==> src/tsdf_pkg.sv <==
`timescale 1ns / 1ps

package tsdf_pkg;

    // field widths
    localparam int TS_W     = 48;
    localparam int PART_W   = 14;

    // milliseconds per day = 2^10 * 84375
    localparam int MS_SHIFT   = 10;
    localparam int X_W        = TS_W - MS_SHIFT;
    localparam int DAY_MS_ODD = 84375;
    localparam int DAYS_W     = 22;

    // civil date conversion constants
    localparam int Z_W           = 23;
    localparam int EPOCH_OFS     = 719468;
    localparam int ERA_DAYS      = 146097;
    localparam int ERA_W         = 6;
    localparam int DOE_W         = 18;
    localparam int LEAP4_DAYS    = 1460;
    localparam int A_W           = 8;
    localparam int CENT_DAYS     = 36524;
    localparam int YOE_Q_W       = 10;
    localparam int YOE_W         = 9;
    localparam int YEAR_DAYS     = 365;
    localparam int YEARS_PER_ERA = 400;
    localparam int DOY_W         = 9;
    localparam int MP_NUM_W      = 11;
    localparam int MP_DIV        = 153;
    localparam int MP_W          = 4;
    localparam int DAY_W         = 5;
    localparam int MP_WRAP       = 10;

    localparam logic [TS_W-1:0] LAST_VALID_MS = 48'd253402300799999;

    // configuration port
    localparam int CFG_IDX_W  = 4;
    localparam int CFG_DATA_W = 8;
    localparam logic [CFG_IDX_W-1:0] CFG_FIELD_SELECT    = 4'd0;
    localparam logic [CFG_IDX_W-1:0] CFG_COLUMN_NULLABLE = 4'd1;

    // field_select codes
    localparam logic [1:0] SEL_DAY   = 2'd0;
    localparam logic [1:0] SEL_MONTH = 2'd1;
    localparam logic [1:0] SEL_YEAR  = 2'd2;

    typedef struct packed {
        logic [TS_W-1:0] timestamp_ms;
        logic            in_null;
    } in_item_t;

    typedef struct packed {
        logic [PART_W-1:0] date_part;
        logic              out_null;
        logic              out_of_range;
    } out_item_t;

    typedef struct packed {
        logic nul;
        logic oor;
    } flags_t;

    typedef struct packed {
        flags_t           flags;
        logic [ERA_W-1:0] era;
        logic [DOE_W-1:0] doe;
    } doe_side_t;

    typedef struct packed {
        flags_t            flags;
        logic [PART_W-1:0] year_base;
        logic [DOY_W-1:0]  doy;
    } mp_side_t;

    // first day of each shifted month (march based), counted from day zero of the year
    function automatic logic [DOY_W-1:0] month_start(input logic [MP_W-1:0] mp);
        logic [DOY_W-1:0] ms;
        case (mp)
            4'd0:    ms = 9'd0;
            4'd1:    ms = 9'd31;
            4'd2:    ms = 9'd61;
            4'd3:    ms = 9'd92;
            4'd4:    ms = 9'd122;
            4'd5:    ms = 9'd153;
            4'd6:    ms = 9'd184;
            4'd7:    ms = 9'd214;
            4'd8:    ms = 9'd245;
            4'd9:    ms = 9'd275;
            4'd10:   ms = 9'd306;
            4'd11:   ms = 9'd337;
            default: ms = 9'd0;
        endcase
        return ms;
    endfunction

endpackage

==> src/tsdf_cdiv.sv <==
`timescale 1ns / 1ps

module tsdf_cdiv #(
    parameter int  NUM_W   = 38,
    parameter int  QUO_W   = 22,
    parameter int  DIVISOR = 84375,
    parameter int  BPS     = 2,
    parameter type side_t  = logic
) (
    input  logic                          aclk,
    input  logic                          aresetn,
    input  logic                          adv,
    input  logic                          in_valid,
    input  logic [NUM_W-1:0]              in_num,
    input  side_t                         in_side,
    output logic                          out_valid,
    output logic [QUO_W-1:0]              out_quo,
    output logic [$clog2(DIVISOR)-1:0]    out_rem,
    output side_t                         out_side
);

    localparam int REM_W  = $clog2(DIVISOR);
    localparam int W      = REM_W + QUO_W;
    localparam int STAGES = QUO_W / BPS;
    localparam logic [REM_W:0] DIV_C = (REM_W + 1)'(DIVISOR);

    // restoring division: upper part holds the remainder, lower part shifts
    // dividend bits out and quotient bits in
    function automatic logic [W-1:0] div_step(input logic [W-1:0] w);
        logic [REM_W:0] t;
        logic [REM_W:0] diff;
        logic           ge;
        t    = {w[W-1:QUO_W], w[QUO_W-1]};
        diff = t - DIV_C;
        ge   = (t >= DIV_C);
        return {(ge ? diff[REM_W-1:0] : t[REM_W-1:0]), w[QUO_W-2:0], ge};
    endfunction

    logic [W-1:0] word_reg  [STAGES];
    side_t        side_reg  [STAGES];
    logic         valid_reg [STAGES];

    for (genvar s = 0; s < STAGES; s++) begin : g_stage
        logic [W-1:0] w_in;
        logic [W-1:0] w_out;
        logic         v_in;
        side_t        sd_in;

        if (s == 0) begin : g_first
            assign w_in  = W'(in_num);
            assign v_in  = in_valid;
            assign sd_in = in_side;
        end else begin : g_next
            assign w_in  = word_reg[s-1];
            assign v_in  = valid_reg[s-1];
            assign sd_in = side_reg[s-1];
        end

        always_comb begin
            w_out = w_in;
            for (int b = 0; b < BPS; b++) begin
                w_out = div_step(w_out);
            end
        end

        always_ff @(posedge aclk) begin
            if (!aresetn) begin
                valid_reg[s] <= 1'b0;
            end else if (adv) begin
                valid_reg[s] <= v_in;
            end
        end

        always_ff @(posedge aclk) begin
            if (adv) begin
                word_reg[s] <= w_out;
                side_reg[s] <= sd_in;
            end
        end
    end

    assign out_valid = valid_reg[STAGES-1];
    assign out_quo   = word_reg[STAGES-1][QUO_W-1:0];
    assign out_rem   = word_reg[STAGES-1][W-1:QUO_W];
    assign out_side  = side_reg[STAGES-1];

endmodule

==> src/timestamp_date_field_extract.sv <==
`timescale 1ns / 1ps
// throughput: one item per cycle while the skid entry is empty; 29 register stages
// (five constant dividers at two quotient bits per stage, four glue stages) move on a
// common advance and feed the result register; a skid entry behind the result register
// takes one more item while a result waits; s_ready drops only while the skid entry is full
// reset: synchronous active-low aresetn clears valid bits, field_select and column_nullable
module timestamp_date_field_extract (
    input  logic                                aclk,
    input  logic                                aresetn,
    input  logic                                s_valid,
    output logic                                s_ready,
    input  tsdf_pkg::in_item_t                  s_data,
    output logic                                m_valid,
    input  logic                                m_ready,
    output tsdf_pkg::out_item_t                 m_data,
    input  logic                                cfg_valid,
    output logic                                cfg_ready,
    input  logic [tsdf_pkg::CFG_IDX_W-1:0]      cfg_index,
    input  logic [tsdf_pkg::CFG_DATA_W-1:0]     cfg_data
);

    logic       adv;
    logic [1:0] field_select_reg;
    logic       col_nullable_reg;

    // configuration
    assign cfg_ready = 1'b1;

    always_ff @(posedge aclk) begin
        if (!aresetn) begin
            field_select_reg <= tsdf_pkg::SEL_DAY;
            col_nullable_reg <= 1'b0;
        end else if (cfg_valid && cfg_ready) begin
            case (cfg_index)
                tsdf_pkg::CFG_FIELD_SELECT:    field_select_reg <= cfg_data[1:0];
                tsdf_pkg::CFG_COLUMN_NULLABLE: col_nullable_reg <= cfg_data[0];
                default: ;
            endcase
        end
    end

    // stage 0: input register, special-case flags
    logic                          v0_reg;
    logic [tsdf_pkg::X_W-1:0]      x0_reg;
    tsdf_pkg::flags_t              flags0_reg;
    tsdf_pkg::flags_t              flags0_next;

    always_comb begin
        flags0_next.nul = col_nullable_reg && s_data.in_null;
        flags0_next.oor = !flags0_next.nul && (s_data.timestamp_ms > tsdf_pkg::LAST_VALID_MS);
    end

    always_ff @(posedge aclk) begin
        if (!aresetn) begin
            v0_reg <= 1'b0;
        end else if (adv) begin
            v0_reg <= s_valid;
        end
    end

    always_ff @(posedge aclk) begin
        if (adv) begin
            x0_reg     <= s_data.timestamp_ms[tsdf_pkg::TS_W-1:tsdf_pkg::MS_SHIFT];
            flags0_reg <= flags0_next;
        end
    end

    // days since epoch
    logic                          d1_valid;
    logic [tsdf_pkg::DAYS_W-1:0]   d1_days;
    tsdf_pkg::flags_t              d1_flags;

    tsdf_cdiv #(
        .NUM_W   (tsdf_pkg::X_W),
        .QUO_W   (tsdf_pkg::DAYS_W),
        .DIVISOR (tsdf_pkg::DAY_MS_ODD),
        .BPS     (2),
        .side_t  (tsdf_pkg::flags_t)
    ) u_div_days (
        .aclk      (aclk),
        .aresetn   (aresetn),
        .adv       (adv),
        .in_valid  (v0_reg),
        .in_num    (x0_reg),
        .in_side   (flags0_reg),
        .out_valid (d1_valid),
        .out_quo   (d1_days),
        .out_rem   (),
        .out_side  (d1_flags)
    );

    // stage: shift epoch to 0000-03-01
    logic                          v1_reg;
    logic [tsdf_pkg::Z_W-1:0]      z1_reg;
    tsdf_pkg::flags_t              flags1_reg;

    always_ff @(posedge aclk) begin
        if (!aresetn) begin
            v1_reg <= 1'b0;
        end else if (adv) begin
            v1_reg <= d1_valid;
        end
    end

    always_ff @(posedge aclk) begin
        if (adv) begin
            z1_reg     <= tsdf_pkg::Z_W'(d1_days) + tsdf_pkg::Z_W'(tsdf_pkg::EPOCH_OFS);
            flags1_reg <= d1_flags;
        end
    end

    // era and day of era
    logic                          d2_valid;
    logic [tsdf_pkg::ERA_W-1:0]    d2_era;
    logic [tsdf_pkg::DOE_W-1:0]    d2_doe;
    tsdf_pkg::flags_t              d2_flags;
    tsdf_pkg::doe_side_t           d2_side;

    tsdf_cdiv #(
        .NUM_W   (tsdf_pkg::Z_W),
        .QUO_W   (tsdf_pkg::ERA_W),
        .DIVISOR (tsdf_pkg::ERA_DAYS),
        .BPS     (2),
        .side_t  (tsdf_pkg::flags_t)
    ) u_div_era (
        .aclk      (aclk),
        .aresetn   (aresetn),
        .adv       (adv),
        .in_valid  (v1_reg),
        .in_num    (z1_reg),
        .in_side   (flags1_reg),
        .out_valid (d2_valid),
        .out_quo   (d2_era),
        .out_rem   (d2_doe),
        .out_side  (d2_flags)
    );

    assign d2_side = '{flags: d2_flags, era: d2_era, doe: d2_doe};

    // four-year cycles within the era
    logic                          d3_valid;
    logic [tsdf_pkg::A_W-1:0]      d3_quad;
    tsdf_pkg::doe_side_t           d3_side;

    tsdf_cdiv #(
        .NUM_W   (tsdf_pkg::DOE_W),
        .QUO_W   (tsdf_pkg::A_W),
        .DIVISOR (tsdf_pkg::LEAP4_DAYS),
        .BPS     (2),
        .side_t  (tsdf_pkg::doe_side_t)
    ) u_div_quad (
        .aclk      (aclk),
        .aresetn   (aresetn),
        .adv       (adv),
        .in_valid  (d2_valid),
        .in_num    (d2_doe),
        .in_side   (d2_side),
        .out_valid (d3_valid),
        .out_quo   (d3_quad),
        .out_rem   (),
        .out_side  (d3_side)
    );

    // stage: leap-corrected day count, century terms by compare
    logic                          v2_reg;
    logic [tsdf_pkg::DOE_W-1:0]    n2_reg;
    logic [tsdf_pkg::DOE_W-1:0]    n2_next;
    tsdf_pkg::doe_side_t           side2_reg;

    always_comb begin
        logic [2:0] cent;
        logic       last_day;
        cent = 3'(d3_side.doe >= tsdf_pkg::DOE_W'(tsdf_pkg::CENT_DAYS))
             + 3'(d3_side.doe >= tsdf_pkg::DOE_W'(2 * tsdf_pkg::CENT_DAYS))
             + 3'(d3_side.doe >= tsdf_pkg::DOE_W'(3 * tsdf_pkg::CENT_DAYS))
             + 3'(d3_side.doe >= tsdf_pkg::DOE_W'(4 * tsdf_pkg::CENT_DAYS));
        last_day = (d3_side.doe == tsdf_pkg::DOE_W'(tsdf_pkg::ERA_DAYS - 1));
        n2_next  = d3_side.doe - tsdf_pkg::DOE_W'(d3_quad) + tsdf_pkg::DOE_W'(cent)
                 - tsdf_pkg::DOE_W'(last_day);
    end

    always_ff @(posedge aclk) begin
        if (!aresetn) begin
            v2_reg <= 1'b0;
        end else if (adv) begin
            v2_reg <= d3_valid;
        end
    end

    always_ff @(posedge aclk) begin
        if (adv) begin
            n2_reg    <= n2_next;
            side2_reg <= d3_side;
        end
    end

    // year of era
    logic                          d4_valid;
    logic [tsdf_pkg::YOE_Q_W-1:0]  d4_yoe_q;
    tsdf_pkg::doe_side_t           d4_side;

    tsdf_cdiv #(
        .NUM_W   (tsdf_pkg::DOE_W),
        .QUO_W   (tsdf_pkg::YOE_Q_W),
        .DIVISOR (tsdf_pkg::YEAR_DAYS),
        .BPS     (2),
        .side_t  (tsdf_pkg::doe_side_t)
    ) u_div_year (
        .aclk      (aclk),
        .aresetn   (aresetn),
        .adv       (adv),
        .in_valid  (v2_reg),
        .in_num    (n2_reg),
        .in_side   (side2_reg),
        .out_valid (d4_valid),
        .out_quo   (d4_yoe_q),
        .out_rem   (),
        .out_side  (d4_side)
    );

    // stage: day of year and base year
    logic                          v3_reg;
    tsdf_pkg::mp_side_t            side3_reg;
    tsdf_pkg::mp_side_t            side3_next;

    always_comb begin
        logic [tsdf_pkg::YOE_W-1:0] yoe;
        logic [1:0]                 cent;
        logic [tsdf_pkg::DOE_W-1:0] year_start;
        logic [tsdf_pkg::DOE_W-1:0] doy_full;
        yoe        = d4_yoe_q[tsdf_pkg::YOE_W-1:0];
        cent       = 2'(yoe >= tsdf_pkg::YOE_W'(100)) + 2'(yoe >= tsdf_pkg::YOE_W'(200))
                   + 2'(yoe >= tsdf_pkg::YOE_W'(300));
        year_start = tsdf_pkg::DOE_W'(tsdf_pkg::YEAR_DAYS) * tsdf_pkg::DOE_W'(yoe)
                   + tsdf_pkg::DOE_W'(yoe >> 2) - tsdf_pkg::DOE_W'(cent);
        doy_full   = d4_side.doe - year_start;
        side3_next.flags     = d4_side.flags;
        side3_next.doy       = doy_full[tsdf_pkg::DOY_W-1:0];
        side3_next.year_base = tsdf_pkg::PART_W'(d4_side.era)
                             * tsdf_pkg::PART_W'(tsdf_pkg::YEARS_PER_ERA)
                             + tsdf_pkg::PART_W'(yoe);
    end

    always_ff @(posedge aclk) begin
        if (!aresetn) begin
            v3_reg <= 1'b0;
        end else if (adv) begin
            v3_reg <= d4_valid;
        end
    end

    always_ff @(posedge aclk) begin
        if (adv) begin
            side3_reg <= side3_next;
        end
    end

    // shifted month from (5 * doy + 2) / 153
    logic [tsdf_pkg::MP_NUM_W-1:0] mp_num;
    logic                          d5_valid;
    logic [tsdf_pkg::MP_W-1:0]     d5_mp;
    tsdf_pkg::mp_side_t            d5_side;

    assign mp_num = tsdf_pkg::MP_NUM_W'({side3_reg.doy, 2'b00})
                  + tsdf_pkg::MP_NUM_W'(side3_reg.doy) + tsdf_pkg::MP_NUM_W'(2);

    tsdf_cdiv #(
        .NUM_W   (tsdf_pkg::MP_NUM_W),
        .QUO_W   (tsdf_pkg::MP_W),
        .DIVISOR (tsdf_pkg::MP_DIV),
        .BPS     (2),
        .side_t  (tsdf_pkg::mp_side_t)
    ) u_div_month (
        .aclk      (aclk),
        .aresetn   (aresetn),
        .adv       (adv),
        .in_valid  (v3_reg),
        .in_num    (mp_num),
        .in_side   (side3_reg),
        .out_valid (d5_valid),
        .out_quo   (d5_mp),
        .out_rem   (),
        .out_side  (d5_side)
    );

    // final: civil month, day, year and field selection
    tsdf_pkg::out_item_t fin_data;

    always_comb begin
        logic [tsdf_pkg::MP_W-1:0]   month;
        logic [tsdf_pkg::DOY_W-1:0]  day_full;
        logic [tsdf_pkg::PART_W-1:0] year;
        month    = (d5_mp < tsdf_pkg::MP_W'(tsdf_pkg::MP_WRAP)) ? d5_mp + tsdf_pkg::MP_W'(3)
                                                                : d5_mp - tsdf_pkg::MP_W'(9);
        day_full = d5_side.doy - tsdf_pkg::month_start(d5_mp) + tsdf_pkg::DOY_W'(1);
        // january and february belong to the next civil year
        year     = d5_side.year_base + tsdf_pkg::PART_W'(month <= tsdf_pkg::MP_W'(2));
        case (field_select_reg)
            tsdf_pkg::SEL_DAY:   fin_data.date_part = tsdf_pkg::PART_W'(day_full[tsdf_pkg::DAY_W-1:0]);
            tsdf_pkg::SEL_MONTH: fin_data.date_part = tsdf_pkg::PART_W'(month);
            tsdf_pkg::SEL_YEAR:  fin_data.date_part = year;
            default:             fin_data.date_part = '0;
        endcase
        fin_data.out_null     = d5_side.flags.nul;
        fin_data.out_of_range = d5_side.flags.oor;
        if (d5_side.flags.nul || d5_side.flags.oor) begin
            fin_data.date_part = '0;
        end
    end

    // result register with one skid entry
    logic                out_valid_reg;
    logic                out_valid_next;
    logic                skid_valid_reg;
    logic                skid_valid_next;
    tsdf_pkg::out_item_t out_data_reg;
    tsdf_pkg::out_item_t out_data_next;
    tsdf_pkg::out_item_t skid_data_reg;
    tsdf_pkg::out_item_t skid_data_next;

    assign adv     = !skid_valid_reg;
    assign s_ready = adv;

    always_comb begin
        logic pop;
        logic push;
        pop             = out_valid_reg && m_ready;
        push            = adv && d5_valid;
        out_valid_next  = out_valid_reg;
        skid_valid_next = skid_valid_reg;
        out_data_next   = out_data_reg;
        skid_data_next  = skid_data_reg;
        if (skid_valid_reg) begin
            if (pop) begin
                out_data_next   = skid_data_reg;
                skid_valid_next = 1'b0;
            end
        end else if (push) begin
            if (!out_valid_reg || pop) begin
                out_data_next  = fin_data;
                out_valid_next = 1'b1;
            end else begin
                skid_data_next  = fin_data;
                skid_valid_next = 1'b1;
            end
        end else if (pop) begin
            out_valid_next = 1'b0;
        end
    end

    always_ff @(posedge aclk) begin
        if (!aresetn) begin
            out_valid_reg  <= 1'b0;
            skid_valid_reg <= 1'b0;
        end else begin
            out_valid_reg  <= out_valid_next;
            skid_valid_reg <= skid_valid_next;
        end
    end

    always_ff @(posedge aclk) begin
        out_data_reg  <= out_data_next;
        skid_data_reg <= skid_data_next;
    end

    assign m_valid = out_valid_reg;
    assign m_data  = out_data_reg;

`ifndef ASSERT_OFF
    // the skid entry is only used behind a full result register
    a_skid_behind_out: assert property (@(posedge aclk) disable iff (!aresetn)
        skid_valid_reg |-> out_valid_reg)
        else $error("skid entry valid while result register empty");

    // a finished item arriving at a blocked result register lands in the skid entry
    a_skid_catch: assert property (@(posedge aclk) disable iff (!aresetn)
        (d5_valid && adv && out_valid_reg && !m_ready) |=> skid_valid_reg)
        else $error("finished item not caught by skid entry");

    // null and out-of-range results carry a zero value
    a_flag_zero: assert property (@(posedge aclk) disable iff (!aresetn)
        (out_valid_reg && (m_data.out_null || m_data.out_of_range))
            |-> (m_data.date_part == '0))
        else $error("flagged result with nonzero date part");

    // null takes priority over the range check
    a_flags_excl: assert property (@(posedge aclk) disable iff (!aresetn)
        out_valid_reg |-> !(m_data.out_null && m_data.out_of_range))
        else $error("null and out-of-range both set");
`endif

endmodule
==> config.mk <==
export PLATFORM = sky130hd
export DESIGN_NAME = timestamp_date_field_extract
export DESIGN_NICKNAME = d
export VERILOG_FILES = /design/src/tsdf_pkg.sv /design/src/tsdf_cdiv.sv /design/src/timestamp_date_field_extract.sv
export SDC_FILE = /design/constraint.sdc
export NUM_CORES = 2
export LEC_CHECK = 0
export ABC_AREA = 1
export BUFFER_PORTS_ARGS = -buffer_cell sky130_fd_sc_hd__buf_2
export CAP_MARGIN = 20
export CORE_MARGIN = 8
export CORE_UTILIZATION = 52
export CTS_CLUSTER_SIZE = 10
export DETAILED_ROUTE_END_ITERATION = 6
export PLACE_DENSITY = 0.76
export SLEW_MARGIN = 10
export SYNTH_ARGS = -nofsm -noshare
export SYNTH_HDL_FRONTEND = slang
export SYNTH_SLANG_ARGS = --single-unit
export TNS_END_PERCENT = 5
==> constraint.sdc <==
create_clock -name aclk -period 43.7 [get_ports aclk]
set_clock_uncertainty 0.15 [all_clocks]
set_input_delay 2.185 -clock aclk [delete_from_list [all_inputs] [get_ports aclk]]
set_output_delay 2.185 -clock aclk [all_outputs]
set_load 0.02 [all_outputs]
==> results.yml <==
sta:
  worst_slack_ns: 38.09
  setup_viol_count_final: 0
  hold_ws_ns: 0.2563
  finalCritPeriodShare: 0.1284
  max_freq_mhz: 178.2
  final-max-slew-violation-count: 0
  rsz0062_at_grt: "no"
  worst_slew_pin_slew_ns: 1.065
  finalHoldViolCount: 0
  post-route-min-period_ns: 5.612
  max-slew-margin-rel: 0.2902
  fin_tns_setup_ns: 0
grt:
  grt-ovfl-total: 0
  grt_start_max_net_pins: 101
  grt_usage: 0.1867
  antenna_found_initial: 0
  grt_pass1_wl_um: 218600
  first_global_vias: 46046
logic_synthesis:
  synth_top_area_cell: "edfxtp_1"
  ys_warn_count: 0
  yosys.area.top_type_share: 0.4864
  syn_area_um2: 65630
  synth_seq_cells: 1077
  synth-seq-area-share: 0.4907
  synth_mux_area_frac: 0
  synth_compound_area_frac: 0.05405
  synth.distinct_cells: 73
  synth_area_leaders: "edfxtp_1, nand2_1, inv_1"
  synth_fa_ha_area_frac: 0.04827
  synth_top_family_by_area: "simple AND/OR/NAND/NOR gates"
  synth_edf_count: 1063
  synth_flop_cell: "edfxtp_1"
  synth-simple-area-share: 0.2814
  synth_xor_area_frac: 0.05640
  synth_fp_nets: 7867
  syn-instance-count: 7567
  async_reset_ff_frac: 0
  syn_avg_cell_area_um2: 8.673
worst_setup_path:
  path_class: "reg2reg"
  path_buf_inv: 6
  cp-start-kind: "register"
  crit_path_end_kind: "register"
  cpMostUsedCell: "buf_4"
  path_delay_family: "buffers and inverters"
  slowest_stage: "buf_4"
  r2r_cells: 6
  cp.required_ns: 43.94
  r2r-start: "skid_valid_reg"
  r2r-end: "u_div_days.word_reg[3][35]"
  worstSetupStartpoint: "skid_valid_reg"
  reg2reg_slack_ns: 38.09
  cp_max_fo: 100
  crit_cells: 6
  arrival_ns: 5.85
  crit_end: "u_div_days.word_reg[3][35]"
  crit_chain: "inv_8 > buf_4 > buf_4 > buf_4 > buf_4 > buf_4"
  max_stage_delay_ns: 0.95
status:
  outcome: "complete, no violations"
detailed_routing:
  post_drt_wl_per_cell_um: 13.90
  vias: 48995
  drc: 0
  wl_um: 130500
  drtIter0Drc: 3284
  dr.pass1.iters: 6
  routed_via_density: 5.218
  ant_nets: 0
clock_network:
  cts-buffers-inserted: 132
  post_cts_buffers: 0
  root_buffer: "clkbuf_16"
  ctsHoldBuffers: 0
  cts_buffer_depth: 3
  cts.sinks: 1077
  cts_tree: "done"
  clk_pin_slew_worst_paths_ns: 0.05
  clk_latency_ns: 0.76
  htreeDepth: 4
  cts.repair.resized: 0
place:
  dp_worst_setup_slack_ns: 37.95
  dp_cells: 9199
  place.detailed.hpwl_um: 94830
  gp_congestion: 0.9032
  io_buffers: 67
final_layout:
  n_antenna_cell: 0
  drive_gt1_frac: 0.08218
  final_common_cell: "nand2_1"
  largest_reg_flops: 412
  area_delta_synth_final_pct: 8.520
  final_cell_mix: "nand2_1, edfxtp_1, inv_1"
  instances_no_fill: 9389
  finish.net_count: 7985
die:
  die_h_um: 371.3
  ioPinCount: 85
  rows: 130
  die_x_um: 371.3
  die-area_um2: 137800
  start_util: 0.5233
  coreArea_um2: 125400
min_path:
  hp-class: "reg2reg"
job:
  maxCapViolCount: 0
-- routing by layer --
metal | up-vias | track usage | routed length [um]
met1 | 22605 | 0.2361 | 57610
met5 | - | 0 | 0
met3 | 222 | 0.03048 | 5153
met2 | 923 | 0.3290 | 64720
li1 | 25245 | - | -
met4 | 0 | 0.05469 | 3035
-- worst min-delay path by stage --
| stage | end | depth (start not counted) | slack, ns | start |
|---|---|---|---|---|
| after floorplan | flags1_reg[0] | 0 | 0.25 | u_div_days.side_reg[10][0] |
| after global placement | u_div_year.word_reg[1][8] | 0 | 0.25 | u_div_year.word_reg[0][6] |
| after detailed placement | u_div_days.side_reg[0][1] | 0 | 0.25 | flags0_reg[1] |
| after CTS | u_div_days.word_reg[9][4] | 0 | 0.26 | u_div_days.word_reg[8][2] |
| after global routing | u_div_days.word_reg[9][4] | 0 | 0.26 | u_div_days.word_reg[8][2] |
| final | u_div_days.word_reg[9][4] | 0 | 0.26 | u_div_days.word_reg[8][2] |
-- kinds of logic (layout without fill, tap and decap cells) --
kind of cell    count (synthesis)  after routing
fa+ha+maj                     234            234
other cells                     1              1
flops                        1077           1077
buf+inv                      1091           1263
simple gates                 4146           4146
xor+xnor                      414            414
compound gates                604            604
-- worst register-to-register path, delay by kind of cell, from the launching register on --
family	cells	cell delay, ns
buffers and inverters	6	4.72
flip-flops	1	0.36
-- Yosys cell counts, types with 11 or more instances --
library cell / number
nand2_1: 2411
edfxtp_1: 1063
inv_1: 902
nor2_1: 611
nand3_1: 487
xor2_1: 345
nand4_1: 257
ha_1: 202
o21ai_0: 187
a21oi_1: 183
inv_2: 84
o21ai_1: 73
nor3_1: 72
nand2_2: 70
xnor2_1: 59
nor2_2: 46
nand3b_1: 36
o21ai_2: 36
buf_2: 33
buf_6: 32
fa_1: 32
nand3_2: 29
nor2_4: 27
a31oi_1: 21
nand3_4: 20
buf_4: 18
nand2_4: 17
o21bai_1: 17
dfxtp_1: 14
o21a_1: 13
a21oi_2: 11
-- through the flow --
step / area (um^2) / utilization
after floorplan: 65630 / -
after global placement: 67330 / 0.5369
after detailed placement: 67330 / 0.5369
after CTS: 71190 / 0.5677
after global routing: 71220 / 0.5679
final: 71220 / 0.5679
-- area by class of cell --
type / count / area [um^2]
clock inverters: 31 / 416.7
repair buffers: 84 / 474.2
fillers: 10772 / 54190
well taps: 1650 / 2064
multi-input cells: 5399 / 28890
flip-flops and latches: 1077 / 32200
clock buffers: 157 / 3450
inverters: 991 / 3727
Power is not shown: default switching activity piles up to over one toggle a cycle in this logic, so the estimate is an artifact.
